$ cat src/rtl/npflm_pkg.sv
// Shared types, constants and command structures for the node pool free-list manager.
package npflm_pkg;

	localparam int POOL_NODES_DEF = 64;
	localparam int NODE_W = 6;
	localparam int LINK_W = 7;
	localparam int CNT_W = 7;
	localparam int MASK_W = 64;
	localparam int OP_W = 2;
	localparam int STATUS_W = 2;

	localparam logic [LINK_W-1:0] NIL_LINK = 7'd64;

	typedef enum logic [OP_W-1:0] {
		OP_ALLOC  = 2'd0,
		OP_FILTER = 2'd1,
		OP_WALK   = 2'd2,
		OP_NONE   = 2'd3
	} op_t;

	typedef enum logic [STATUS_W-1:0] {
		STATUS_OK    = 2'd0,
		STATUS_FULL  = 2'd1,
		STATUS_EMPTY = 2'd2
	} status_t;

	typedef enum logic [2:0] {
		S_IDLE,
		S_ALLOC,
		S_FILT,
		S_LINK,
		S_WALK
	} state_t;

	typedef enum logic [1:0] {
		SRC_FREE_HEAD,
		SRC_USED_HEAD,
		SRC_LINK
	} ptr_src_t;

	typedef struct packed {
		logic     load_mask;
		logic     init;
		logic     p_load;
		logic     rd_en;
		ptr_src_t src;
		logic     cnt_inc;
		logic     alloc_commit;
		logic     filter_eval;
		logic     link_fix;
		logic     emit;
		status_t  emit_status;
		logic     emit_node;
		logic     emit_last;
	} dp_cmd_t;

	typedef struct packed {
		logic free_nil;
		logic used_nil;
		logic keep;
		logic prev_nil;
		logic nxt_more;
		logic more_now;
	} dp_sts_t;

endpackage

$ cat src/rtl/node_pool_free_list_manager_top.sv
// Top level of the node pool free-list manager: controller, datapath and assertions.
// A transaction is taken when start is high while busy is low, and its results appear one per
// cycle on the result ports, each marked by strobe for a single cycle; the receiver cannot stall
// them, so it must take every strobed result. Allocate reads the free head, then commits the
// node and gives its result in the cycle after. Filter reads the head, then visits each
// allocated node in turn, keeping it or unlinking it, with an extra link-fix step for a node
// unlinked from behind a kept node; the first node is never unlinked from behind a kept one.
// Walk reads the head, then gives one result per cycle. These steps are set by the link store,
// a RAM with one read and one write port and registered read data. Commands on empty lists,
// a full pool and unused codes finish in the cycle they are taken and their result follows in
// the next cycle.
module node_pool_free_list_manager_top
	import npflm_pkg::*;
#(
	parameter int POOL_NODES = POOL_NODES_DEF
) (
	input  logic                clk,
	input  logic                arst_n,
	input  logic                start,
	output logic                busy,
	input  logic [OP_W-1:0]     operation,
	input  logic [MASK_W-1:0]   keep_mask,
	output logic                strobe,
	output logic [STATUS_W-1:0] status,
	output logic [NODE_W-1:0]   node_index,
	output logic                last,
	output logic [CNT_W-1:0]    free_count,
	output logic [CNT_W-1:0]    allocated_count
);

	dp_cmd_t cmd;
	dp_sts_t sts;

	npflm_ctrl u_ctrl (
		.clk      (clk),
		.arst_n   (arst_n),
		.start    (start),
		.operation(operation),
		.sts      (sts),
		.cmd      (cmd),
		.busy     (busy)
	);

	npflm_dp #(
		.POOL_NODES(POOL_NODES)
	) u_dp (
		.clk            (clk),
		.arst_n         (arst_n),
		.keep_mask      (keep_mask),
		.cmd            (cmd),
		.sts            (sts),
		.strobe         (strobe),
		.status         (status),
		.node_index     (node_index),
		.last           (last),
		.free_count     (free_count),
		.allocated_count(allocated_count)
	);

`ifndef NO_ASSERTIONS
	a_counts_conserved: assert property (@(posedge clk) disable iff (!arst_n)
		strobe |-> ((free_count + allocated_count) == CNT_W'(POOL_NODES)))
		else $error("free and allocated counts do not add up to the pool size");

	a_full_means_no_free: assert property (@(posedge clk) disable iff (!arst_n)
		(strobe && status == STATUS_FULL) |-> (free_count == '0))
		else $error("pool full reported while free nodes remain");

	a_empty_means_no_used: assert property (@(posedge clk) disable iff (!arst_n)
		(strobe && status == STATUS_EMPTY) |-> (allocated_count == '0))
		else $error("empty walk reported while nodes are allocated");

	a_busy_ends_with_result: assert property (@(posedge clk) disable iff (!arst_n)
		$fell(busy) |-> (strobe && last))
		else $error("transaction finished without a final result");
`endif

endmodule

$ cat src/rtl/npflm_ram.sv
// Generic single write port, single read port RAM with registered read data.
module npflm_ram #(
	parameter int WIDTH = 8,
	parameter int DEPTH = 64
) (
	input  logic                     clk,
	input  logic                     we,
	input  logic [$clog2(DEPTH)-1:0] waddr,
	input  logic [WIDTH-1:0]         wdata,
	input  logic                     re,
	input  logic [$clog2(DEPTH)-1:0] raddr,
	output logic [WIDTH-1:0]         rdata
);

	logic [WIDTH-1:0] mem [DEPTH];
	logic [WIDTH-1:0] rdata_q;

	always_ff @(posedge clk) begin
		if (we) begin
			mem[waddr] <= wdata;
		end
		if (re) begin
			rdata_q <= mem[raddr];
		end
	end

	assign rdata = rdata_q;

endmodule

$ cat src/rtl/npflm_ctrl.sv
// Controller state machine that sequences allocate, filter and walk transactions.
module npflm_ctrl
	import npflm_pkg::*;
(
	input  logic            clk,
	input  logic            arst_n,
	input  logic            start,
	input  logic [OP_W-1:0] operation,
	input  dp_sts_t         sts,
	output dp_cmd_t         cmd,
	output logic            busy
);

	state_t state_q;
	state_t state_d;

	always_ff @(posedge clk or negedge arst_n) begin
		if (!arst_n) begin
			state_q <= S_IDLE;
		end else begin
			state_q <= state_d;
		end
	end

	always_comb begin
		state_d = state_q;
		cmd = '0;
		cmd.src = SRC_LINK;
		cmd.emit_status = STATUS_OK;
		case (state_q)
			S_IDLE: begin
				if (start) begin
					cmd.load_mask = 1'b1;
					case (op_t'(operation))
						OP_ALLOC: begin
							if (sts.free_nil) begin
								cmd.emit = 1'b1;
								cmd.emit_status = STATUS_FULL;
								cmd.emit_last = 1'b1;
							end else begin
								cmd.src = SRC_FREE_HEAD;
								cmd.rd_en = 1'b1;
								cmd.p_load = 1'b1;
								state_d = S_ALLOC;
							end
						end
						OP_FILTER: begin
							if (sts.used_nil) begin
								cmd.emit = 1'b1;
								cmd.emit_last = 1'b1;
							end else begin
								cmd.src = SRC_USED_HEAD;
								cmd.rd_en = 1'b1;
								cmd.p_load = 1'b1;
								cmd.init = 1'b1;
								state_d = S_FILT;
							end
						end
						OP_WALK: begin
							if (sts.used_nil) begin
								cmd.emit = 1'b1;
								cmd.emit_status = STATUS_EMPTY;
								cmd.emit_last = 1'b1;
							end else begin
								cmd.src = SRC_USED_HEAD;
								cmd.rd_en = 1'b1;
								cmd.p_load = 1'b1;
								cmd.init = 1'b1;
								state_d = S_WALK;
							end
						end
						default: begin
							cmd.emit = 1'b1;
							cmd.emit_last = 1'b1;
						end
					endcase
				end
			end
			S_ALLOC: begin
				cmd.alloc_commit = 1'b1;
				cmd.emit = 1'b1;
				cmd.emit_node = 1'b1;
				cmd.emit_last = 1'b1;
				state_d = S_IDLE;
			end
			S_FILT: begin
				cmd.filter_eval = 1'b1;
				cmd.cnt_inc = 1'b1;
				cmd.p_load = 1'b1;
				cmd.rd_en = sts.nxt_more;
				if (!sts.keep && !sts.prev_nil) begin
					state_d = S_LINK;
				end else if (sts.nxt_more) begin
					state_d = S_FILT;
				end else begin
					cmd.emit = 1'b1;
					cmd.emit_last = 1'b1;
					state_d = S_IDLE;
				end
			end
			S_LINK: begin
				cmd.link_fix = 1'b1;
				if (sts.more_now) begin
					state_d = S_FILT;
				end else begin
					cmd.emit = 1'b1;
					cmd.emit_last = 1'b1;
					state_d = S_IDLE;
				end
			end
			S_WALK: begin
				cmd.emit = 1'b1;
				cmd.emit_node = 1'b1;
				cmd.emit_last = !sts.nxt_more;
				cmd.cnt_inc = 1'b1;
				cmd.p_load = 1'b1;
				cmd.rd_en = sts.nxt_more;
				state_d = sts.nxt_more ? S_WALK : S_IDLE;
			end
			default: begin
				state_d = S_IDLE;
			end
		endcase
	end

	assign busy = (state_q != S_IDLE);

endmodule

$ cat src/rtl/npflm_dp.sv
// Datapath holding the list heads, counts, link store and result registers.
module npflm_dp
	import npflm_pkg::*;
#(
	parameter int POOL_NODES = POOL_NODES_DEF
) (
	input  logic                clk,
	input  logic                arst_n,
	input  logic [MASK_W-1:0]   keep_mask,
	input  dp_cmd_t             cmd,
	output dp_sts_t             sts,
	output logic                strobe,
	output logic [STATUS_W-1:0] status,
	output logic [NODE_W-1:0]   node_index,
	output logic                last,
	output logic [CNT_W-1:0]    free_count,
	output logic [CNT_W-1:0]    allocated_count
);

	localparam int AW = $clog2(POOL_NODES);
	localparam logic [CNT_W:0] POOL_WIDE = (CNT_W+1)'(POOL_NODES);
	localparam logic [CNT_W-1:0] POOL_CNT = CNT_W'(POOL_NODES);

	logic [LINK_W-1:0] free_head_q;
	logic [LINK_W-1:0] used_head_q;
	logic [CNT_W-1:0]  free_total_q;
	logic [CNT_W-1:0]  used_total_q;
	logic [LINK_W-1:0] p_q;
	logic [LINK_W-1:0] prev_q;
	logic [CNT_W-1:0]  cnt_q;
	logic [MASK_W-1:0] mask_q;
	logic [POOL_NODES-1:0] valid_q;

	logic [AW-1:0]     raddr_s1;
	logic              vld_s1;

	status_t           status_q;
	logic [NODE_W-1:0] node_q;
	logic              last_q;
	logic [CNT_W-1:0]  free_cnt_q;
	logic [CNT_W-1:0]  used_cnt_q;
	logic              strobe_q;

	logic [LINK_W-1:0] rdata;
	logic [LINK_W-1:0] lnk;
	logic [LINK_W-1:0] ptr_next;
	logic [AW-1:0]     raddr;
	logic              we;
	logic [AW-1:0]     waddr;
	logic [LINK_W-1:0] wdata;
	logic              keep;
	logic              drop;
	logic [CNT_W-1:0]  free_d;
	logic [CNT_W-1:0]  used_d;

	function automatic logic [LINK_W-1:0] reset_link(input logic [AW-1:0] a);
		logic [LINK_W:0] n;
		n = (LINK_W+1)'(a) + 1'b1;
		if (n < (LINK_W+1)'(POOL_NODES)) begin
			return LINK_W'(n);
		end
		return NIL_LINK;
	endfunction

	// Entries never written since reset read as their reset link.
	assign lnk = vld_s1 ? rdata : reset_link(raddr_s1);

	always_comb begin
		case (cmd.src)
			SRC_FREE_HEAD: ptr_next = free_head_q;
			SRC_USED_HEAD: ptr_next = used_head_q;
			SRC_LINK:      ptr_next = lnk;
			default:       ptr_next = lnk;
		endcase
	end

	assign raddr = ptr_next[AW-1:0];
	assign keep  = mask_q[p_q[NODE_W-1:0]];
	assign drop  = cmd.filter_eval & ~keep;

	assign we    = cmd.alloc_commit | drop | cmd.link_fix;
	assign waddr = cmd.link_fix ? prev_q[AW-1:0] : p_q[AW-1:0];

	always_comb begin
		if (cmd.alloc_commit) begin
			wdata = used_head_q;
		end else if (drop) begin
			wdata = free_head_q;
		end else begin
			wdata = p_q;
		end
	end

	always_comb begin
		free_d = free_total_q;
		used_d = used_total_q;
		if (cmd.alloc_commit) begin
			free_d = free_total_q - 1'b1;
			used_d = used_total_q + 1'b1;
		end else if (drop) begin
			free_d = free_total_q + 1'b1;
			used_d = used_total_q - 1'b1;
		end
	end

	npflm_ram #(
		.WIDTH(LINK_W),
		.DEPTH(POOL_NODES)
	) u_link_ram (
		.clk  (clk),
		.we   (we),
		.waddr(waddr),
		.wdata(wdata),
		.re   (cmd.rd_en),
		.raddr(raddr),
		.rdata(rdata)
	);

	always_ff @(posedge clk or negedge arst_n) begin
		if (!arst_n) begin
			free_head_q  <= '0;
			used_head_q  <= NIL_LINK;
			free_total_q <= POOL_CNT;
			used_total_q <= '0;
			valid_q      <= '0;
			strobe_q     <= 1'b0;
		end else begin
			if (cmd.alloc_commit) begin
				free_head_q <= lnk;
				used_head_q <= p_q;
			end else if (drop) begin
				free_head_q <= p_q;
				if (prev_q == NIL_LINK) begin
					used_head_q <= lnk;
				end
			end
			free_total_q <= free_d;
			used_total_q <= used_d;
			if (we) begin
				valid_q[waddr] <= 1'b1;
			end
			strobe_q <= cmd.emit;
		end
	end

	always_ff @(posedge clk) begin
		if (cmd.load_mask) begin
			mask_q <= keep_mask;
		end
		if (cmd.p_load) begin
			p_q <= ptr_next;
		end
		if (cmd.init) begin
			prev_q <= NIL_LINK;
		end else if (cmd.filter_eval && keep) begin
			prev_q <= p_q;
		end
		if (cmd.init) begin
			cnt_q <= '0;
		end else if (cmd.cnt_inc) begin
			cnt_q <= cnt_q + 1'b1;
		end
		if (cmd.rd_en) begin
			raddr_s1 <= raddr;
			vld_s1   <= valid_q[raddr];
		end
		if (cmd.emit) begin
			status_q   <= cmd.emit_status;
			node_q     <= cmd.emit_node ? p_q[NODE_W-1:0] : '0;
			last_q     <= cmd.emit_last;
			free_cnt_q <= free_d;
			used_cnt_q <= used_d;
		end
	end

	assign sts.free_nil = (free_head_q == NIL_LINK);
	assign sts.used_nil = (used_head_q == NIL_LINK);
	assign sts.keep     = keep;
	assign sts.prev_nil = (prev_q == NIL_LINK);
	assign sts.nxt_more = (lnk != NIL_LINK) && (((CNT_W+1)'(cnt_q) + 1'b1) < POOL_WIDE);
	assign sts.more_now = (p_q != NIL_LINK) && (cnt_q < POOL_CNT);

	assign strobe          = strobe_q;
	assign status          = status_q;
	assign node_index      = node_q;
	assign last            = last_q;
	assign free_count      = free_cnt_q;
	assign allocated_count = used_cnt_q;

endmodule

$ cat config.mk
export PLATFORM = sky130hd
export DESIGN_NAME = node_pool_free_list_manager_top
export DESIGN_NICKNAME = d
export VERILOG_FILES = /design/src/rtl/npflm_pkg.sv /design/src/rtl/node_pool_free_list_manager_top.sv /design/src/rtl/npflm_ram.sv /design/src/rtl/npflm_ctrl.sv /design/src/rtl/npflm_dp.sv
export SDC_FILE = /design/constraint.sdc
export NUM_CORES = 1
export LEC_CHECK = 0
export BUFFER_PORTS_ARGS = -buffer_cell sky130_fd_sc_hd__buf_4
export CAP_MARGIN = 20
export CORE_MARGIN = 10
export CORE_UTILIZATION = 50
export DETAILED_ROUTE_END_ITERATION = 8
export GPL_TIMING_DRIVEN = 0
export PLACE_DENSITY = 0.72
export RECOVER_POWER = 50
export SLEW_MARGIN = 5
export SYNTH_ARGS = -nofsm -noshare
export SYNTH_HDL_FRONTEND = slang
export SYNTH_SLANG_ARGS = --single-unit
export TNS_END_PERCENT = 100
$ cat constraint.sdc
create_clock -name clk -period 8 [get_ports clk]
set_input_delay 1.2 -clock clk [delete_from_list [all_inputs] [get_ports clk]]
set_output_delay 1.2 -clock clk [all_outputs]
set_load 0.02 [all_outputs]
==> results of run 1 <==
worst register-to-register path: cells and delay by family, from the launching register on:
kind | cells | cell delay, ns
compound gates | 5 | 2.07
flops | 1 | 0.43
simple gates | 3 | 2.63
buf+inv | 3 | 1.15
cell usage after synthesis, drive strengths merged, types with 5 or more instances:
master	number	share of area (%)
nor2b	8	0.18
nand3	81	1.5
ha	11	0.50
o21ai	45	0.82
a211oi	62	1.7
and3	69	1.6
xnor2	10	0.32
nand2	339	4.6
a21oi	131	2.4
dfrtp	94	8.5
and2	9	0.21
nor3	30	0.59
o22ai	33	0.77
inv	16	0.22
edfxtp	556	61
dfxtp	14	1.0
nand4	8	0.20
xor2	11	0.35
a31oi	38	0.86
nor3b	5	0.14
mux2i	26	0.95
nand2b	6	0.16
or3	7	0.16
buf	75	1.6
nor4	13	0.35
a22oi	43	1.2
clkbuf	44	0.60
a22o	8	0.25
a221o	9	0.33
nor2	124	1.7
or2	67	1.5
mux4	27	2.2
stage by stage:
stage	hold WS, ns	setup TNS, ns
4_1_cts	0.455	0
2_1_floorplan	0.424	0
3_3_place_gp	0.436	-549.68
5_1_grt	0.467	0
6_report	0.454	0
3_5_place_dp	0.441	0
final cells by class:
class,count,area [um^2],share of cell area [%]
multi-input cells,1266,7470,23.9
clock inverters,26,226,0.726
plain buffers,119,567,1.82
clock buffers,99,1890,6.06
inverters,18,67.6,0.217
repair buffers,110,726,2.33
flip-flops and latches,666,19400,62.1
well taps,696,871,2.79
worst min-delay path by stage:
| stage | depth (start not counted) | to | slack [ns] |
|---|---|---|---|
| floorplan | 1 | u_dp.valid_q[34] | 0.42 |
| global placement | 1 | u_dp.prev_q[6] | 0.44 |
| detailed placement | 1 | u_dp.prev_q[6] | 0.44 |
| CTS | 1 | u_dp.prev_q[6] | 0.45 |
| global route | 1 | u_dp.valid_q[48] | 0.47 |
| finish | 1 | u_dp.prev_q[6] | 0.45 |
sequential cells by signal (all words and copies together), names as in the netlist, 2 cells and up:
name,count
u_ctrl.state_q,3
u_dp.status,2
u_dp.allocated_count,7
u_dp.prev_q,7
u_dp.u_link_ram.rdata,7
u_dp.raddr_s1,6
u_dp.u_link_ram.mem,448
u_dp.free_head_q,7
u_dp.node_index,6
u_dp.mask_q,64
u_dp.used_total_q,7
u_dp.cnt_q,7
u_dp.p_q,7
u_dp.free_total_q,7
u_dp.free_count,7
u_dp.valid_q,64
u_dp.used_head_q,7
cells by family after synthesis:
logic type / synth area share (%)
AND/OR/NAND/NOR: 13.3
flip-flops: 70.4
AO/OA/AOI/OAI: 9.43
buffers and inverters: 2.41
multiplexers: 3.28
XOR/XNOR: 0.668
adder cells (fa/ha/maj): 0.500
metal layers:
layer	global-route usage (%)	vias up	routed length (um)
li1	-	8112	-
met1	31.5	9401	30000
met2	39.1	1091	37200
met3	5.81	228	8190
met4	9.67	0	3350
met5	0	-	0
==> key figures, run 1 <==
GRT
  • Largest net degree at the start of global routing: 65
  • Number of global-route vias before repair: 18.5k
  • Gr ovfl total: 0
  • First-pass GRT wire length: 117 mm
  • Initial antenna violation count: 0
  • Tot GR Track Use: 24.3%

Worst setup path
  • Number of stages on the worst setup path: 12
  • Worst Path Buf+Inv: 4
  • CP Class: input port to register
  • Worst R2R Path Depth: 11
  • Critical Path Sink Type: register
  • R2R Path Start: u_ctrl.state_q[0]
  • CP Capture Point: u_dp.u_link_ram.rdata[2]
  • CP Launch Type: input port
  • Worst setup path start: start
  • Reg2Reg Setup Slack: 1.59 ns
  • Worst Path Required: 8.48 ns
  • Slowest stage delay, CP: 1.51 ns
  • WP data arrival: 7.15 ns
  • Crit-path cells: clkbuf_1 > nor4b_1 > and2b_1 > a21boi_0 > a221oi_1 > inv_2 > buf_2 > buf_1 > a31oi_1 > o22ai_1 > nor4_1 > a22o_1
  • CP top delay family: simple AND/OR/NAND/NOR gates
  • Crit Path Max Fanout: 10
  • RR Endpoint: u_dp.u_link_ram.rdata[2]
  • CP max stage cell: nor4b_1

Floorplan
  • Core area: 0.0541 mm^2
  • Initial core utilization: 50.8%
  • Die Width: 255 um
  • Die Ht: 255 um
  • Row count: 85
  • Io pins: 94
  • Full die area: 0.0648 mm^2

Timing
  • Hold Violations, Final: 0
  • Clk_skew: 0.0278 ns
  • Slew Limit Fails: 188
  • Final Critical Period: 6.68 ns
  • Endpoints failing setup: 0
  • Tcrit/Tclk final: 83.5%
  • Final setup margin: 1.32 ns
  • Fmax: 150 MHz
  • RSZ-0062 raised after global routing: false
  • Relative slew slack: -121%
  • Worst slew pin tran: 3.32 ns

Run
  • Max-cap viol count: 6

Layout
  • Commonest non-fill, non-tap cell in the layout: edfxtp_1
  • Commonest cells after routing, fill and taps aside: edfxtp_1, nand2_1, a21oi_1, nor2_1, clkbuf_1
  • Fill cells: 4,246
  • Layout net count: 2,329
  • Design area: 0.0312 mm^2
  • Ant. Diodes: 0
  • Util after Layout: 57.6%
  • Final Non-Filler Cells: 3,000
  • Ratio of cells with drive above 1 in the final layout: 13.0%
  • Synth-to-Final Area Change: 13.4%

Hold path
  • Tightest Hold Check Type: register to register
  • Hold path start: u_dp.prev_q[6]

Clocking
  • Clock H-tree levels: 3
  • Number of gates resized after cts: 0
  • TritonCTS Sinks: 666
  • Post-cts hold buffer count: 0
  • CTS tree: yes
  • Clock edge transition at the registers on the reported setup and hold paths: 0.06 ns
  • Worst skew pair latency: 0.62 ns
  • Cts bufs inserted: 68
  • Postcts setup bufs: 0
  • Clock root buffer: clkbuf_16
  • Max Root-Sink Buffers: 3

Drt
  • Drt first pass iters: 6
  • Via density: 6.28
  • Final WL: 78.8 mm
  • Initial drt markers: 2,623
  • Drt drc: 0
  • Vias: 18.8k
  • Avg WL per Cell: 26.3 um
  • Routed Antenna Nets: 0

Place
  • Final GP Congestion: 0.976
  • Area post-placement: 0.0294 mm^2
  • Worst slack at placement: 2.50 ns
  • Count of input and output buffers: 93
  • Detailed placement HPWL: 53.9 mm
  • Post-Place Cells: 2,873

Outcome
  • Outcome: complete, but fails checks
  • Failing checks: capacitance limit, slew limit

Logic synthesis
  • Async SR Flop Fraction: 14.4%
  • EDFF count, synth: 556
  • Sequential element share of the synthesized area: 70.4%
  • #FFs+latches synth: 666
  • Post-Synthesis Cell Area: 0.0275 mm^2
  • Synth Area per Inst: 13.3 um^2
  • Distinct cells, synth: 82
  • Ys flop type: edfxtp_1
  • Total number of yosys warnings: 0
  • Syn nets: 2,149
  • Cells after synthesis: 2,069
Power of run 1 is left out: the tool's default activity adds up to more than one toggle a clock period on the data nets, which glitch-free logic cannot reach.
==> run 2: changes to the inputs <==
- clock period: 8 -> 6.6 ns (I/O delays scaled with it)
==> run 2 against run 1 <==
The flow still finishes with violations (capacitance limit, slew limit). Via count shrank 0.34%. Register-to-register slack lost 0.41 ns. Sequential cell count is the same. Core utilization grew 0.24 points. First-iteration DRC count shrank 5.0%. Die area is the same. Final cell count is the same. Clock skew shrank 0.0045 ns. Count of clock-buffer cells in the layout is the same. Design area grew 0.41%. Non-clock buffer count is the same. Sequential share of layout area shrank 0.26 points. Critical endpoint is now u_dp.u_link_ram.mem[56][4].
==> key figures, run 2 (synthesis gave the netlist of run 1 again) <==
Floorplan
  • Full die area: 0.0648 mm^2 (unchanged)
  • Die Width: 255 um (unchanged)
  • Initial core utilization: 50.8% (unchanged)
  • Io pins: 94 (unchanged)
  • Die Ht: 255 um (unchanged)
  • Row count: 85 (unchanged)
  • Core area: 0.0541 mm^2 (unchanged)

Layout
  • Reg with most FFs: u_dp.u_link_ram.mem
  • Biggest regs: u_dp.u_link_ram.mem x448, u_dp.mask_q x64, u_dp.valid_q x64
  • Commonest cells after routing, fill and taps aside: edfxtp_1, nand2_1, a21oi_1, nor2_1, clkbuf_1
  • Fill cells: 4,228 (-0.42%)
  • Footprint of the multi-input gates: 0.00749 mm^2 (+0.30%)
  • Util after Layout: 57.9% (+0.24 points)
  • Reg area: 0.0194 mm^2 (unchanged)
  • Commonest non-fill, non-tap cell in the layout: edfxtp_1
  • Synth-to-Final Area Change: 13.8%
  • Layout net count: 2,329 (unchanged)
  • Final Non-Filler Cells: 3,000 (unchanged)
  • Max reg flops: 448 (unchanged)
  • Ant. Diodes: 0 (unchanged)
  • Ratio of cells with drive above 1 in the final layout: 13.2% (+0.26 points)

Worst setup path
  • Crit Path Max Fanout: 39 (+29)
  • Reg2Reg Setup Slack: 1.18 ns (-0.41 ns)
  • R2R Path Start: u_dp.p_q[1]
  • Worst Path Required: 7.03 ns (-1.45 ns)
  • RR Endpoint: u_dp.u_link_ram.mem[56][4]
  • Critical Path Sink Type: register
  • WP data arrival: 5.85 ns (-1.30 ns)
  • Worst R2R Path Depth: 13 (+2)
  • CP Launch Type: register
  • CP Class: register to register

Place
  • Count of input and output buffers: 93 (unchanged)
  • Detailed placement HPWL: 53.9 mm (unchanged)
  • Final GP Congestion: 0.976 (unchanged)
  • Post-Place Cells: 2,873 (unchanged)

Drt
  • Drt first pass iters: 6 (unchanged)
  • Avg WL per Cell: 26.2 um (about the same)
  • Drt drc: 0 (unchanged)
  • Final WL: 78.7 mm (about the same)
  • Vias: 18.8k (-0.34%)
  • Via density: 6.26 (-0.34%)
  • Routed Antenna Nets: 0 (unchanged)
  • Initial drt markers: 2,491 (-5.0%)

Outcome
  • Outcome: complete, but fails checks
  • Failing checks: capacitance limit, slew limit

Clocking
  • Worst skew pair latency: 0.62 ns (about the same)
  • Clock root buffer: clkbuf_16
  • Postcts setup bufs: 0 (unchanged)
  • Max Root-Sink Buffers: 3 (unchanged)
  • Clock H-tree levels: 3 (unchanged)
  • Post-cts hold buffer count: 0 (unchanged)
  • Clock edge transition at the registers on the reported setup and hold paths: 0.06 ns (about the same)
  • Cts bufs inserted: 68 (unchanged)
  • TritonCTS Sinks: 666 (unchanged)
  • Number of gates resized after cts: 0 (unchanged)
  • CTS tree: yes

GRT
  • Tot GR Track Use: 24.3% (about the same)
  • Gr ovfl total: 0 (unchanged)
  • Initial antenna violation count: 0 (unchanged)
  • Number of global-route vias before repair: 18.5k (-0.054%)
  • Largest net degree at the start of global routing: 65 (unchanged)
  • First-pass GRT wire length: 117 mm (about the same)

Timing
  • Hold Violations, Final: 0 (unchanged)
  • Endpoints failing setup: 0 (unchanged)
  • Clk_skew: 0.0234 ns (-0.00449 ns)
  • Fmax: 184 MHz
  • RSZ-0062 raised after global routing: false
  • Final Critical Period: 5.42 ns
  • Slew Limit Fails: 41 (-78%)
  • Tcrit/Tclk final: 82.2%
  • Relative slew slack: -67.8% (+53 points)
  • Worst slew pin tran: 2.52 ns (-0.801 ns)

Hold path
  • Hold Crit Endpoint: u_dp.prev_q[6]
  • Hold path start: u_dp.prev_q[6]
  • Tightest Hold Check Type: register to register
  • Hold path cells: 1 (unchanged)

Run
  • Max-cap viol count: 1 (-5)
-- run 2: how the worst max path moves through the flow --
stage,startpoint,end
6_report,u_dp.p_q[1],u_dp.u_link_ram.mem[56][4]
5_1_grt,u_dp.p_q[1],u_dp.u_link_ram.mem[59][4]
4_1_cts,operation[0],u_dp.u_link_ram.rdata[2]
3_5_place_dp,operation[0],u_dp.u_link_ram.rdata[2]
3_3_place_gp,u_dp.p_q[1],u_dp.u_link_ram.mem[58][0]
2_1_floorplan,u_dp.p_q[1],u_dp.u_link_ram.mem[0][4]
-- run 2: layout make-up --
cell class | count | area share (%)
flip-flops and latches | 666 | 61.9
clock buffers | 99 | 6.04
inverters | 18 | 0.216
well taps | 696 | 2.78
clock inverters | 26 | 0.723
multi-input cells | 1266 | 23.9
plain buffers | 119 | 1.81
repair buffers | 110 | 2.66
-- run 2: metrics by stage --
step                setup WS [ns]  hold slack (ns)  TNS (ns)  instance area, um^2
floorplan                   0.758            0.424         0                27500
CTS                          1.95            0.387         0                31600
detailed placement           1.31            0.441         0                29400
global route                0.923            0.467         0                31300
global placement            -3.90            0.436   -919.85                29100
finish                       1.18            0.454         0                31300
-- run 2: worst max-delay path, stage by stage, from the launching register on --
cell	delay, ns
edfxtp_1	0.31
clkbuf_1	0.32
clkbuf_1	0.60
mux4_2	0.44
mux4_2	0.49
mux2_1	0.39
nor2_2	0.10
a21oi_1	0.08
nor2_1	0.27
clkbuf_1	0.48
clkbuf_1	0.51
a21oi_1	0.20
o21ai_4	0.69
buf_12	0.28
-- run 2: metal layers --
layer	routed length, um	share of wire, %	vias to the layer above	track usage (%)
met5	0	0	-	0
li1	-	-	8111	-
met1	29700	38	9311	31.5
met4	3250	4.1	0	9.81
met3	8520	11	225	5.80
met2	37300	47	1121	39.1
Power of run 2 is left out for the same reason.
==> run 3: changes to the inputs <==
- ABC_AREA: not set -> 1
- clock period: 6.6 -> 5.65 ns (I/O delays scaled with it)
==> run 3 against run 2 <==
The flow still finishes with violations (capacitance limit, slew limit). Register-to-register slack got worse by 0.31 ns. Via count rose by 27%. Global-route usage rose by 0.87 points. Setup slack got worse by 0.31 ns. Hold slack got worse by 0.029 ns. Count of clock-buffer cells in the layout rose by 2. Die area rose by 11%. First-iteration DRC count rose by 33%. Core utilization fell by 0.071 points. Clock skew rose by 0.0061 ns. Sequential share of layout area fell by 6.5 points.
==> key figures, run 3 <==
Outcome
  • Outcome: complete, but fails checks
  • Failing checks: capacitance limit, slew limit

Clocking
  • Cts bufs inserted: 72 (+5.9%)
  • Worst skew pair latency: 0.63 ns (about the same)
  • Number of gates resized after cts: 0 (unchanged)
  • Clock edge transition at the registers on the reported setup and hold paths: 0.06 ns (about the same)
  • Clock H-tree levels: 3 (unchanged)
  • Max Root-Sink Buffers: 3 (unchanged)
  • Clock root buffer: clkbuf_16
  • Postcts setup bufs: 0 (unchanged)
  • CTS tree: yes
  • Post-cts hold buffer count: 0 (unchanged)
  • TritonCTS Sinks: 666 (unchanged)

Place
  • Worst slack at placement: 0.986 ns (-0.326 ns)
  • Detailed placement HPWL: 62.1 mm (+15%)
  • Count of input and output buffers: 93 (unchanged)
  • Final GP Congestion: 0.975 (about the same)

Drt
  • Drt first pass iters: 6 (unchanged)
  • Final WL: 91.4 mm (+16%)
  • Avg WL per Cell: 22.3 um (-15%)
  • Vias: 23.7k (+27%)
  • Via density: 5.80 (-7.3%)
  • Initial drt markers: 3,310 (+33%)
  • Drt drc: 0 (unchanged)
  • Routed Antenna Nets: 0 (unchanged)

Logic synthesis
  • Most frequent cells after synthesis: inv_1, edfxtp_1, nand3_1
  • Total number of yosys warnings: 0 (unchanged)
  • #FFs+latches synth: 666 (unchanged)
  • Syn nets: 3,147 (+46%)
  • Sequential element share of the synthesized area: 63.1% (-7.3 points)
  • Cell taking the most area after synthesis: edfxtp_1
  • Most frequent cell after synthesis: inv_1
  • Synth Area per Inst: 10.0 um^2 (-25%)
  • Ys flop type: edfxtp_1
  • Yosys top cell area share: 54.4% (-6.3 points)
  • Cells after synthesis: 3,067 (+48%)
  • Post-Synthesis Cell Area: 0.0307 mm^2 (+12%)
  • Async SR Flop Fraction: 14.4% (unchanged)
  • Distinct cells, synth: 49 (-40%)
  • Area contributors post-synth: edfxtp_1, nand3_1, dfrtp_1
  • EDFF count, synth: 556 (unchanged)

Run
  • Max-cap viol count: 2 (+1)

Timing
  • Hold Violations, Final: 0 (unchanged)
  • Fmax: 209 MHz (+13%)
  • Final setup margin: 0.869 ns (-0.309 ns)
  • Slew Limit Fails: 155 (+280%)
  • Clk_skew: 0.0295 ns (+0.00610 ns)
  • RSZ-0062 raised after global routing: false
  • Endpoints failing setup: 0 (unchanged)
  • Final Critical Period: 4.78 ns (-0.641 ns)
  • Worst slew pin tran: 3.01 ns (+0.497 ns)
  • Relative slew slack: -101% (-33 points)
  • Tcrit/Tclk final: 84.6% (+2.5 points)

Layout
  • Commonest cells after routing, fill and taps aside: inv_1, edfxtp_1, nand3_1, nand2_1, nand4_1
  • Util after Layout: 57.8% (-0.071 points)
  • Ratio of cells with drive above 1 in the final layout: 10.9% (-2.4 points)
  • Synth-to-Final Area Change: 14.1%
  • Max reg flops: 448 (unchanged)
  • Biggest regs: u_dp.u_link_ram.mem x448, u_dp.mask_q x64, u_dp.valid_q x64
  • Layout net count: 3,332 (+43%)
  • Commonest non-fill, non-tap cell in the layout: inv_1
  • Fill cells: 5,172 (+22%)
  • Reg with most FFs: u_dp.u_link_ram.mem

Worst setup path
  • Most frequent CP cell: nand3_1
  • Slowest stage delay, CP: 0.99 ns (+0.30 ns)
  • Worst setup path start: u_ctrl.state_q[2]
  • R2R Path Start: u_ctrl.state_q[2]
  • Critical Path Sink Type: register
  • WP data arrival: 5.14 ns (-0.71 ns)
  • CP max stage cell: nor2_1
  • Crit-path cells: nor2_4 > nand2_1 > nor2_1 > nand3_4 > clkinvlp_2 > nor2_8 > a21oi_2 > buf_2 > clkbuf_1 > nand3_1 > nand3_1 > nand3_1 > nand3_1 > nand2_1
  • Crit Path Max Fanout: 13 (-67%)
  • Worst Path Required: 6.01 ns (-1.02 ns)
  • CP Class: register to register
  • CP Launch Type: register

GRT
  • Largest net degree at the start of global routing: 97 (+49%)
  • Initial antenna violation count: 0 (unchanged)
  • Tot GR Track Use: 25.2% (+0.87 points)
  • GR Util met3: 6.24% (+0.44 points)
  • First-pass GRT wire length: 136 mm (+16%)
  • Met1 Use GR: 33.3% (+1.9 points)
  • Gr ovfl total: 0 (unchanged)
  • Number of global-route vias before repair: 22.6k (+22%)
  • Routing usage on met2: 39.1% (+0.050 points)
  • Busiest grt layer: met2

Floorplan
  • Core area: 0.0606 mm^2 (+12%)
  • Die Ht: 268 um (+5.2%)
  • Die Width: 268 um (+5.2%)
  • Full die area: 0.0717 mm^2 (+11%)
  • Io pins: 94 (unchanged)
  • Row count: 90 (+5.9%)
  • Initial core utilization: 50.7% (-0.17 points)

Hold path
  • Hold path start: keep_mask[45]
  • Tightest Hold Check Type: input port to register
-- run 3: critical path: cells and delay by family (launching register included) --
kind	cells	cell delay (ns)
and+or+nand+nor	10	2.34
DFF	1	0.41
buffers and inverters	3	1.48
AOI/OAI and AO/OA	1	0.29
-- run 3: cells by family after synthesis --
| family | after synthesis | share of synthesized area, % |
|---|---|---|
| buffers and inverters | 788 | 10.3 |
| flip-flops | 666 | 63.1 |
| adder cells (fa/ha/maj) | 11 | 0.448 |
| XOR/XNOR | 17 | 0.485 |
| AND/OR/NAND/NOR | 1355 | 21.4 |
| AO/OA/AOI/OAI | 230 | 4.24 |
-- run 3: layout make-up --
| type | count | area (um^2) | share of cell area (%) |
|---|---|---|---|
| timing repair buffer | 111 | 970 | 2.77 |
| multi-input combinational | 1613 | 8200 | 23.4 |
| inverter | 588 | 2210 | 6.31 |
| tap | 782 | 978 | 2.79 |
| clock buffer | 101 | 2070 | 5.92 |
| antenna | 1 | 2.50 | 0.00715 |
| buffer | 200 | 938 | 2.68 |
| clock inverter | 30 | 267 | 0.761 |
| sequential | 666 | 19400 | 55.3 |
-- run 3: layer usage --
metal | vias up | part of all wire, %
met5 | - | 0
met4 | 0 | 4.2
met3 | 282 | 12
met2 | 1499 | 45
met1 | 11200 | 38
li1 | 10800 | -
-- run 3: path summary, 6_finish.rpt --
| path | cells after the start | slack, ns | to |
|---|---|---|---|
| min | 1 | 0.43 | u_dp.mask_q[45] |
| min reg2reg | 2 | 0.46 | u_dp.valid_q[17] |
| max reg2reg | 14 | 0.87 | u_dp.u_link_ram.rdata[2] |
| max | 14 | 0.87 | u_dp.u_link_ram.rdata[2] |
| min in group asynchronous | 1 | 1.05 | u_dp.strobe |
| max in group asynchronous | 1 | 2.96 | u_dp.valid_q[53] |
-- run 3: per-stage QoR --
step           cells  TNS [ns]  area, um^2  hold WS [ns]
6_report        4092         0       35000         0.425
5_1_grt         4091         0       35000         0.405
4_1_cts         4089         0       35200         0.379
2_1_floorplan   3067         0       30700         0.424
3_5_place_dp    3958         0       32800         0.444
3_3_place_gp    3942  -1306.52       32400         0.436
Power of run 3 is left out for the same reason.
